File: config.mk
export PLATFORM = sky130hd
export DESIGN_NAME = sorted_list_engine
export DESIGN_NICKNAME = d
export VERILOG_FILES = /design/src/design/sle_pkg.sv /design/src/design/sorted_list_engine.sv /design/src/design/sle_cell.sv
export SDC_FILE = /design/constraint.sdc
export NUM_CORES = 2
export LEC_CHECK = 0
export BUFFER_PORTS_ARGS = -buffer_cell sky130_fd_sc_hd__buf_2
export CORE_ASPECT_RATIO = 1.5
export CORE_MARGIN = 10
export CORE_UTILIZATION = 25
export CTS_CLUSTER_SIZE = 14
export DETAILED_ROUTE_END_ITERATION = 10
export PLACE_DENSITY = 0.43
export SLEW_MARGIN = 10
export SYNTH_ARGS = -nofsm -noshare
export SYNTH_HDL_FRONTEND = slang
export SYNTH_SLANG_ARGS = --single-unit
File: constraint.sdc
create_clock -name clk -period 7.5 [get_ports clk]
set_clock_uncertainty 0.05 [all_clocks]
set_input_delay 0.75 -clock clk [delete_from_list [all_inputs] [get_ports clk]]
set_output_delay 0.75 -clock clk [all_outputs]
set_load 0.02 [all_outputs]
File: src/design/sle_pkg.sv
// Package for the sorted list engine: codes, widths and shared structs.
`default_nettype none
package sle_pkg;

  localparam int SLE_CAPACITY = 16;
  localparam int KEY_W        = 32;
  localparam int POS_W        = 4;
  localparam int OUT_CNT_W    = 5;

  typedef enum logic [1:0] {
    KIND_INSERT = 2'd0,
    KIND_REMOVE = 2'd1,
    KIND_READ   = 2'd2,
    KIND_NONE   = 2'd3
  } sle_kind_t;

  typedef enum logic [1:0] {
    ST_OK      = 2'd0,
    ST_FULL    = 2'd1,
    ST_MISSING = 2'd2,
    ST_RANGE   = 2'd3
  } sle_status_t;

  // broadcast from the top level to every cell
  typedef struct packed {
    logic             ins;   // insert, already gated by not full
    logic             rem;   // remove, already gated by key found
    logic [KEY_W-1:0] key;
  } sle_ctl_t;

  // compare flags a cell hands back
  typedef struct packed {
    logic gt;  // occupied and key held > key presented (signed)
    logic ge;  // occupied and key held >= key presented (signed)
    logic eq;  // occupied and key held equals key presented
  } sle_flags_t;

endpackage : sle_pkg
`default_nettype wire

File: src/design/sorted_list_engine.sv
// Top level of the sorted list engine: cell chain, count and result register.
//
// Sorted list engine. Holds up to CAPACITY signed 32-bit keys in ascending
// order in a row of cells, one key per cell. An insert puts its key after
// any equal keys; a remove deletes the lowest-index equal key and closes the
// gap; a read returns the key at in_position (0 is the smallest). A
// transaction is taken at a rising edge with start high and busy low. Every
// cell compares its key against the broadcast key and shifts toward its
// neighbor in the same cycle, so one transaction is taken every clock
// cycle and busy never rises. The result appears on the out_ ports in the
// cycle after acceptance, for exactly one cycle, with out_valid high; the
// receiver cannot stall it, so it must capture each result when it shows.
// Status: ok, list full (insert refused), key not found, position out of
// range (read_value is zero). out_entry_count is the count after the
// operation, taken to 5 bits. Kind code 3 does nothing and reports ok.
// Cells beyond the count hold stale keys that are never reported.
`default_nettype none
module sorted_list_engine
  import sle_pkg::*;
#(
  parameter int CAPACITY = SLE_CAPACITY
) (
  input  wire logic              clk,
  input  wire logic              rst_n,
  input  wire logic              start,
  output logic                   busy,
  input  wire logic [1:0]        in_kind,
  input  wire logic [KEY_W-1:0]  in_key_value,
  input  wire logic [POS_W-1:0]  in_position,
  output logic                   out_valid,
  output logic [1:0]             out_status,
  output logic [KEY_W-1:0]       out_read_value,
  output logic [OUT_CNT_W-1:0]   out_entry_count
);

  localparam int CNT_W = $clog2(CAPACITY + 1);
  // only the first positions can be addressed by a read
  localparam int RD_N  = (CAPACITY < (1 << POS_W)) ? CAPACITY : (1 << POS_W);

  logic [CNT_W-1:0]  count_r, count_nxt;
  logic              out_valid_r;
  sle_status_t       status_r, status_nxt;
  logic [KEY_W-1:0]  value_r, value_nxt;
  logic [CNT_W-1:0]  ocount_r;

  logic              accept;
  logic              full;
  logic              found;
  sle_ctl_t          ctl;

  logic [KEY_W-1:0]  keys   [CAPACITY];
  sle_flags_t        flags  [CAPACITY];
  logic [CAPACITY-1:0] eq_vec;

  assign busy   = 1'b0;
  assign accept = start && !busy;
  assign full   = count_r >= CNT_W'(CAPACITY);

  always_comb begin
    for (int i = 0; i < CAPACITY; i++) begin
      eq_vec[i] = flags[i].eq;
    end
  end
  assign found = |eq_vec;

  assign ctl.key = in_key_value;
  assign ctl.ins = accept && (in_kind == KIND_INSERT) && !full;
  assign ctl.rem = accept && (in_kind == KIND_REMOVE) && found;

  // cell chain: left neighbor feeds inserts, right neighbor feeds removes
  for (genvar g = 0; g < CAPACITY; g++) begin : g_cell
    logic [KEY_W-1:0] lkey, rkey;
    logic             lgt;
    if (g == 0) begin : g_first
      assign lkey = '0;
      assign lgt  = 1'b0;
    end else begin : g_mid
      assign lkey = keys[g-1];
      assign lgt  = flags[g-1].gt;
    end
    if (g == CAPACITY - 1) begin : g_last
      assign rkey = keys[g];
    end else begin : g_notlast
      assign rkey = keys[g+1];
    end
    sle_cell #(
      .CNT_W (CNT_W),
      .IDX   (g)
    ) u_cell (
      .clk       (clk),
      .ctl       (ctl),
      .count     (count_r),
      .left_key  (lkey),
      .left_gt   (lgt),
      .right_key (rkey),
      .flags     (flags[g]),
      .key_out   (keys[g])
    );
  end

  // status, read data and next count
  always_comb begin
    count_nxt  = count_r;
    status_nxt = ST_OK;
    value_nxt  = '0;
    case (sle_kind_t'(in_kind))
      KIND_INSERT: begin
        if (full) status_nxt = ST_FULL;
        else      count_nxt  = count_r + CNT_W'(1);
      end
      KIND_REMOVE: begin
        if (found) count_nxt  = count_r - CNT_W'(1);
        else       status_nxt = ST_MISSING;
      end
      KIND_READ: begin
        status_nxt = ST_RANGE;
        for (int i = 0; i < RD_N; i++) begin
          if ((in_position == POS_W'(i)) && (CNT_W'(i) < count_r)) begin
            status_nxt = ST_OK;
            value_nxt  = keys[i];
          end
        end
      end
      default: begin
        status_nxt = ST_OK;
      end
    endcase
  end

  always_ff @(posedge clk) begin
    if (!rst_n) begin
      count_r     <= '0;
      out_valid_r <= 1'b0;
    end else begin
      out_valid_r <= accept;
      if (accept) begin
        count_r <= count_nxt;
      end
    end
  end

  always_ff @(posedge clk) begin
    if (accept) begin
      status_r <= status_nxt;
      value_r  <= value_nxt;
      ocount_r <= count_nxt;
    end
  end

  assign out_valid       = out_valid_r;
  assign out_status      = status_r;
  assign out_read_value  = value_r;
  assign out_entry_count = OUT_CNT_W'(ocount_r);

endmodule : sorted_list_engine
`default_nettype wire

File: src/design/sle_cell.sv
// One cell of the sorted key chain: holds one key, compares and shifts.
`default_nettype none
module sle_cell
  import sle_pkg::*;
#(
  parameter int CNT_W = 5,
  parameter int IDX   = 0
) (
  input  wire logic             clk,
  input  wire sle_ctl_t         ctl,
  input  wire logic [CNT_W-1:0] count,
  input  wire logic [KEY_W-1:0] left_key,
  input  wire logic             left_gt,
  input  wire logic [KEY_W-1:0] right_key,
  output sle_flags_t            flags,
  output logic [KEY_W-1:0]      key_out
);

  logic [KEY_W-1:0] key_r;
  logic [KEY_W-1:0] key_nxt;
  logic             occ;
  logic             at_end;

  assign occ    = CNT_W'(IDX) < count;
  assign at_end = CNT_W'(IDX) == count;

  assign flags.gt = occ && ($signed(key_r) >  $signed(ctl.key));
  assign flags.ge = occ && ($signed(key_r) >= $signed(ctl.key));
  assign flags.eq = occ && (key_r == ctl.key);

  always_comb begin
    key_nxt = key_r;
    if (ctl.ins) begin
      if (left_gt) begin
        key_nxt = left_key;          // make room: move up one place
      end else if (flags.gt || at_end) begin
        key_nxt = ctl.key;           // insertion point
      end
    end else if (ctl.rem && flags.ge) begin
      key_nxt = right_key;           // close the gap
    end
  end

  always_ff @(posedge clk) begin
    key_r <= key_nxt;
  end

  assign key_out = key_r;

endmodule : sle_cell
`default_nettype wire

# After elaboration in Yosys (flattened, before gate mapping)
# Index checks and enable logic that the tools add are counted.
word_totals:
  register_bits: 557
  input_bits: 41
  output_inout_bits: 41
  elab_cells: 368
classes:
  n_addsub: 2
  n_lt_le_gt_ge: 48
  eq_ne: 63
  muxes: 99
  reduce_logical: 135
op_table:
  columns: ["cell", "n"]
  rows:
  - ["32-bit two-way mux", 77]
  - ["32-bit == test", 16]
  - ["32-bit > comparator", 16]
  - ["32-bit >= comparator", 15]
  - ["1-bit logical AND", 82]
  - ["3-bit by 1-bit != test with 1-bit output, second input constant", 14]
  - ["4-bit by 5-bit == test with 1-bit output, first input constant", 8]
  - ["4-bit by 5-bit < comparator with 1-bit output, first input constant", 8]
  - ["2-bit two-way mux", 17]
  - ["4-bit == test, second input constant", 8]
  - ["2-bit AND reduction", 16]
  - ["2-bit nonzero test", 16]
  - ["3-bit by 5-bit == test with 1-bit output, first input constant", 4]
  - ["3-bit by 5-bit < comparator with 1-bit output, first input constant", 4]
  - ["4-bit by 3-bit == test with 1-bit output, second input constant", 4]
  - ["1-bit logical OR", 16]
  - ["16-bit OR reduction", 1]
  - ["2-bit by 5-bit == test with 1-bit output, first input constant", 2]
  - ["1-bit by 5-bit < comparator with 1-bit output, first input constant", 2]
  - ["2-bit by 5-bit < comparator with 1-bit output, first input constant", 2]
  - ["5-bit two-way mux", 2]
  - ["5-bit one-hot mux with 2 select lines", 1]
  - ["4-bit by 2-bit == test with 1-bit output, second input constant", 2]
  - ["2-bit one-hot mux with 3 select lines", 1]
  - ["other kinds (13)", 13]

# Logic depth before layout (Yosys ltp)
depth:
  ltp_word: 19
  mapped_depth: 13
  mapped_depth_nobuf: 11

# Cells and area by module
# A second synthesis with hierarchy kept.
hier_totals:
  hier_cells: 5072
  area_unflattened_um2: 46631.0
modules_own_cells:
  columns: ["mod", "instances", "cells_per_inst", "area_per_inst_um2", "seq_area_each_um2"]
  rows:
  - ["sorted_list_engine", 1, 775, 6284.8, 1291.2]
  - ["sle_cell at g_cell[10].u_cell ...", 2, 269, 2514.9, 960.9]
  - ["sle_cell at g_cell[3].u_cell", 1, 274, 2562.5, 960.9]
  - ["sle_cell at g_cell[2].u_cell", 1, 269, 2541.2, 960.9]
  - ["sle_cell at g_cell[12].u_cell", 1, 270, 2538.7, 960.9]
  - ["sle_cell at g_cell[6].u_cell", 1, 267, 2536.2, 960.9]
  - ["sle_cell at g_cell[14].u_cell", 1, 267, 2533.7, 960.9]
  - ["sle_cell at g_cell[7].u_cell", 1, 267, 2527.4, 960.9]
  - ["sle_cell at g_cell[8].u_cell", 1, 271, 2522.4, 960.9]
  - ["sle_cell at g_cell[5].u_cell", 1, 270, 2519.9, 960.9]
  - ["sle_cell at g_cell[11].u_cell", 1, 269, 2518.7, 960.9]
  - ["sle_cell at g_cell[13].u_cell", 1, 270, 2513.7, 960.9]
  - ["sle_cell at g_cell[1].u_cell", 1, 270, 2511.2, 960.9]
  - ["sle_cell at g_cell[15].u_cell", 1, 263, 2507.4, 960.9]
  - ["2 more rows", null, null, null, null]

# Least setup slack after synthesis
# No wires, ideal clock.
synth_timing:
  path_kind: "input-to-reg"
  start: "input port in_key_value[1]"
  end: "register g_cell[7].u_cell.key_r[0], enable pin"
  setup_time_ns: 0.466
  arrival_time_ns: 5.217
  required_ns: 6.984
  setup_slack_ns: 1.767
  cell_stages: 12
  path_buffers: 1
  cell_sequence: "inv_1 -> ha_1 -> nor2b_1 -> o211ai_1 -> a2111oi_0 -> or3_1 -> o22ai_1 -> mux2i_1 -> nor2_2 -> buf_2 -> a211oi_1 -> o21ai_0"
synth_via:
  elab_chain_cells: 7
  elab_cells_between_ends: 45
  cone_classes: "3 x order compare; 17 x eq/ne; 25 x reduce/logical"
synth_rtl:
  columns: ["element", "line_no", "text"]
  rows:
  - ["from (decl)", "sorted_list_engine.sv:28", "input wire logic [KEY_W-1:0] in_key_value,"]
  - ["branches (longest 6 deep; another with 32-bit > comparator)", null, null]
  - ["2-bit AND reduction (no line) (*)", null, null]
  - ["to (signal assigned)", "sle_cell.sv:45", "key_r <= key_nxt;"]
  - ["to (decl)", "sle_cell.sv:19", "logic [KEY_W-1:0] key_r;"]
# Every way passes the cells marked *.
# A chain may end at the register's enable or synchronous reset.

# Worst setup path in the final report
layout_timing:
  start: "input port in_key_value[27]"
  end: "register g_cell[11].u_cell.key_r[4], enable pin"
layout_via:
  elab_chain_cells: 7
  elab_cells_between_ends: 45
  cone_classes: "3 x order compare; 17 x eq/ne; 25 x reduce/logical"
layout_rtl:
  columns: ["element", "line_no"]
  rows:
  - ["branches (longest 6 deep; another with 32-bit > comparator)", null]
  - ["2-bit AND reduction (no line) (*)", null]
  - ["to (signal assigned)", "sle_cell.sv:45"]
  - ["to (decl)", "sle_cell.sv:19"]
# Marks and branches as above.

==> results.json <==
{
  "syn-num-nets": 5015,
  "crit_arrival_ns": 6.59,
  "cts_root_buffer": "clkbuf_16",
  "synth-simple-area-share": 0.1361,
  "synth_mux_area_frac": 0.08606,
  "cts_buffer_depth": 3,
  "netlist_area_mm2": 0.04255,
  "peakVddDrop_v": 0.0001359,
  "grt_util_all_layers": 0.1999,
  "path_clk_slew_ns": 0.07,
  "r2r-end": "g_cell[11].u_cell.key_out[4]",
  "drtAntennaViolNets": 0,
  "fin_nets": 4994,
  "cp_max_fo": 33,
  "status": "finished clean",
  "start_kind": "input pin",
  "final_max_slew_viol_count": 0,
  "endpoint_kind": "flop",
  "hold-worst-slack_ns": 0.3399,
  "die_x_um": 356.9,
  "cts_setup_buffers": 0,
  "drive_above_1_share": 0.07855,
  "cts_sinks": 557,
  "overflow": 0,
  "drv_cap": 0,
  "finalWirelength_um": 194200,
  "drcViolationCount": 0,
  "synth_compound_area_frac": 0.1966,
  "initial_core_util": 0.2512,
  "regToRegSetupSlack_ns": 1.63,
  "avgSynthCellArea_um2": 9.548,
  "synth_flop_cell": "edfxtp_1",
  "synth_top_family_by_area": "compound AO/OA/AOI/OAI gates",
  "die_h_um": 525.3,
  "hold_class": "in -> reg",
  "numCtsBuffers": 66,
  "yosys.area_share.adder": 0.1520,
  "cp.required_ns": 7.74,
  "final-setup-viol-count": 0,
  "drt_iter0_drc": 3511,
  "rr_startpoint": "g_cell[11].u_cell.key_out[31]",
  "grt_pass1_vias": 37006,
  "leakage_nw": 18.92,
  "antenna_found_initial": 15,
  "period_share": 0.8469,
  "fin_tns_setup_ns": 0,
  "crit_end": "g_cell[11].u_cell.key_out[4]",
  "ys_ff_latch": 557,
  "cts_tree": "built",
  "p_per_area_mw_per_mm2": 167.9,
  "r2r_cells": 12,
  "slew_headroom": 0.1480,
  "num_vias": 37010,
  "post-route-min-period_ns": 6.352,
  "rsz0062_at_grt": "false",
  "synthXorXnorAreaFrac": 0.001235,
  "num_rows": 185,
  "fmax_mhz": 157.4,
  "synth_cell_types": 87,
  "portBuffers": 80,
  "syn_inst": 4457,
  "die-area_mm2": 0.1875,
  "clkLatencyLatePin_ns": 0.68,
  "synth_edf_count": 551,
  "htree_levels": 3,
  "area_growth_pct": 12.50,
  "vias_per_cell": 5.502,
  "grt_max_degree": 223,
  "ys_seq_area_frac": 0.3916,
  "first_pass_iters": 7,
  "dp_hpwl_um": 147100,
  "gp_congestion": 0.9616,
  "synth_warnings": 0,
  "core_region_area_mm2": 0.1694,
  "ios": 82,
  "critPathLaunch": "in_key_value[27]",
  "cts_hold_buf": 0,
  "tightest_slew_ns": 1.270,
  "grt_pass1_wl_um": 275600,
  "crit_type": "in -> reg",
  "hold_viol_final": 0,
  "synth-async-reset-ratio": 0,
  "post_cts_resized": 0,
  "wl_per_cell_um": 28.86
}
per-layer routing:
metal,vias up,share of wire,GRT usage
met5,-,0.00063,0
met2,1429,0.49,0.3477
met4,20,0.068,0.1213
met3,391,0.050,0.02247
li1,17072,-,-
met1,18098,0.39,0.2328
area by class of cell:
cell class	instances	area (um2)
fillers	17939	121600
multi-input cells	3540	24660
flip-flops and latches	557	16670
well taps	2244	2808
clock buffers	83	1779
repair buffers	195	1351
clock inverters	30	321.6
inverters	76	285.3
diodes	2	5.005
cells in the mapped netlist (all sizes together) (70+ instances only):
library cell,instances,share of area
nand2,636,0.056
edfxtp,551,0.39
o21ai,540,0.064
ha,517,0.15
a21oi,382,0.045
mux2i,361,0.085
clkbuf,214,0.019
nor2,187,0.017
nand4,158,0.023
nand3,90,0.011
a22oi,82,0.014
inv,76,0.0067
buf,70,0.011
state kept, by name, summed over array words and instances, names as in the netlist:
| name | flops |
|---|---|
| out_read_value | 32 |
| count_r | 5 |
| out_valid | 1 |
| out_status | 2 |
| g_cell.u_cell.key_out | 512 |
| out_entry_count | 5 |
stage by stage:
stage / utilization / instances / instance area [um2] / power [W] / worst slack, ns
after floorplan: - / 4457 / 42550 / 0.004256 / 1.767
after global placement: 0.2701 / 6612 / 45760 / 0.004678 / 0.5823
after detailed placement: 0.2701 / 6612 / 45770 / 0.004684 / 0.6216
after CTS: 0.2825 / 6725 / 47870 / 0.008108 / 1.324
after global routing: 0.2826 / 6727 / 47870 / 0.008298 / 1.245
final: 0.2826 / 6727 / 47870 / 0.008037 / 1.148
where the power goes:
group	switching, W	total, W	internal, W
Sequential	0.0000397	0.00350	0.00346
Combinational	0.000764	0.00113	0.000368
Clock	0.00149	0.00341	0.00192
worst max-delay path, cell delays in order:
cell and delay (ns):
buf_2 0.33, inv_1 0.53, ha_1 0.51, nand4_1 0.09
nor2_1 0.59, nand4_1 0.59, a211oi_1 1.16, nor3_1 0.18
mux2i_1 0.23, nor3_4 0.18, buf_4 0.59, a311oi_1 0.16
o21ai_4 0.16, buf_4 0.48
logic make-up after synthesis:
family / count (synthesis)
AO/OA/AOI/OAI: 1379
AND/OR/NAND/NOR: 1272
flip-flops: 557
adder cells (fa/ha/maj): 517
multiplexers: 365
buffers and inverters: 360
XOR/XNOR: 6
other: 1
how the worst min path moves through the flow:
stage	startpoint	endpoint	slack (ns)	cells past startpoint
after CTS	rst_n	count_r[2]	0.30	2
after global placement	g_cell[15].u_cell.key_out[1]	g_cell[14].u_cell.key_out[1]	0.52	2
after floorplan	g_cell[15].u_cell.key_out[1]	g_cell[14].u_cell.key_out[1]	0.49	2
after detailed placement	g_cell[15].u_cell.key_out[1]	g_cell[14].u_cell.key_out[1]	0.53	2
after global routing	rst_n	count_r[2]	0.35	2
final	rst_n	count_r[2]	0.34	2
placed cells by master (no fill, tap or decap), types with 108 or more instances in the layout:
cell type  netlist  final
a21oi_1        380    380
buf_4           17    108
edfxtp_1       551    551
ha_1           517    517
mux2i_1        360    357
nand2_1        636    635
nand4_1        158    158
nor2_1         185    183
o21ai_0        226    225
o21ai_1        314    310
Power figures use the tool's default switching activity.
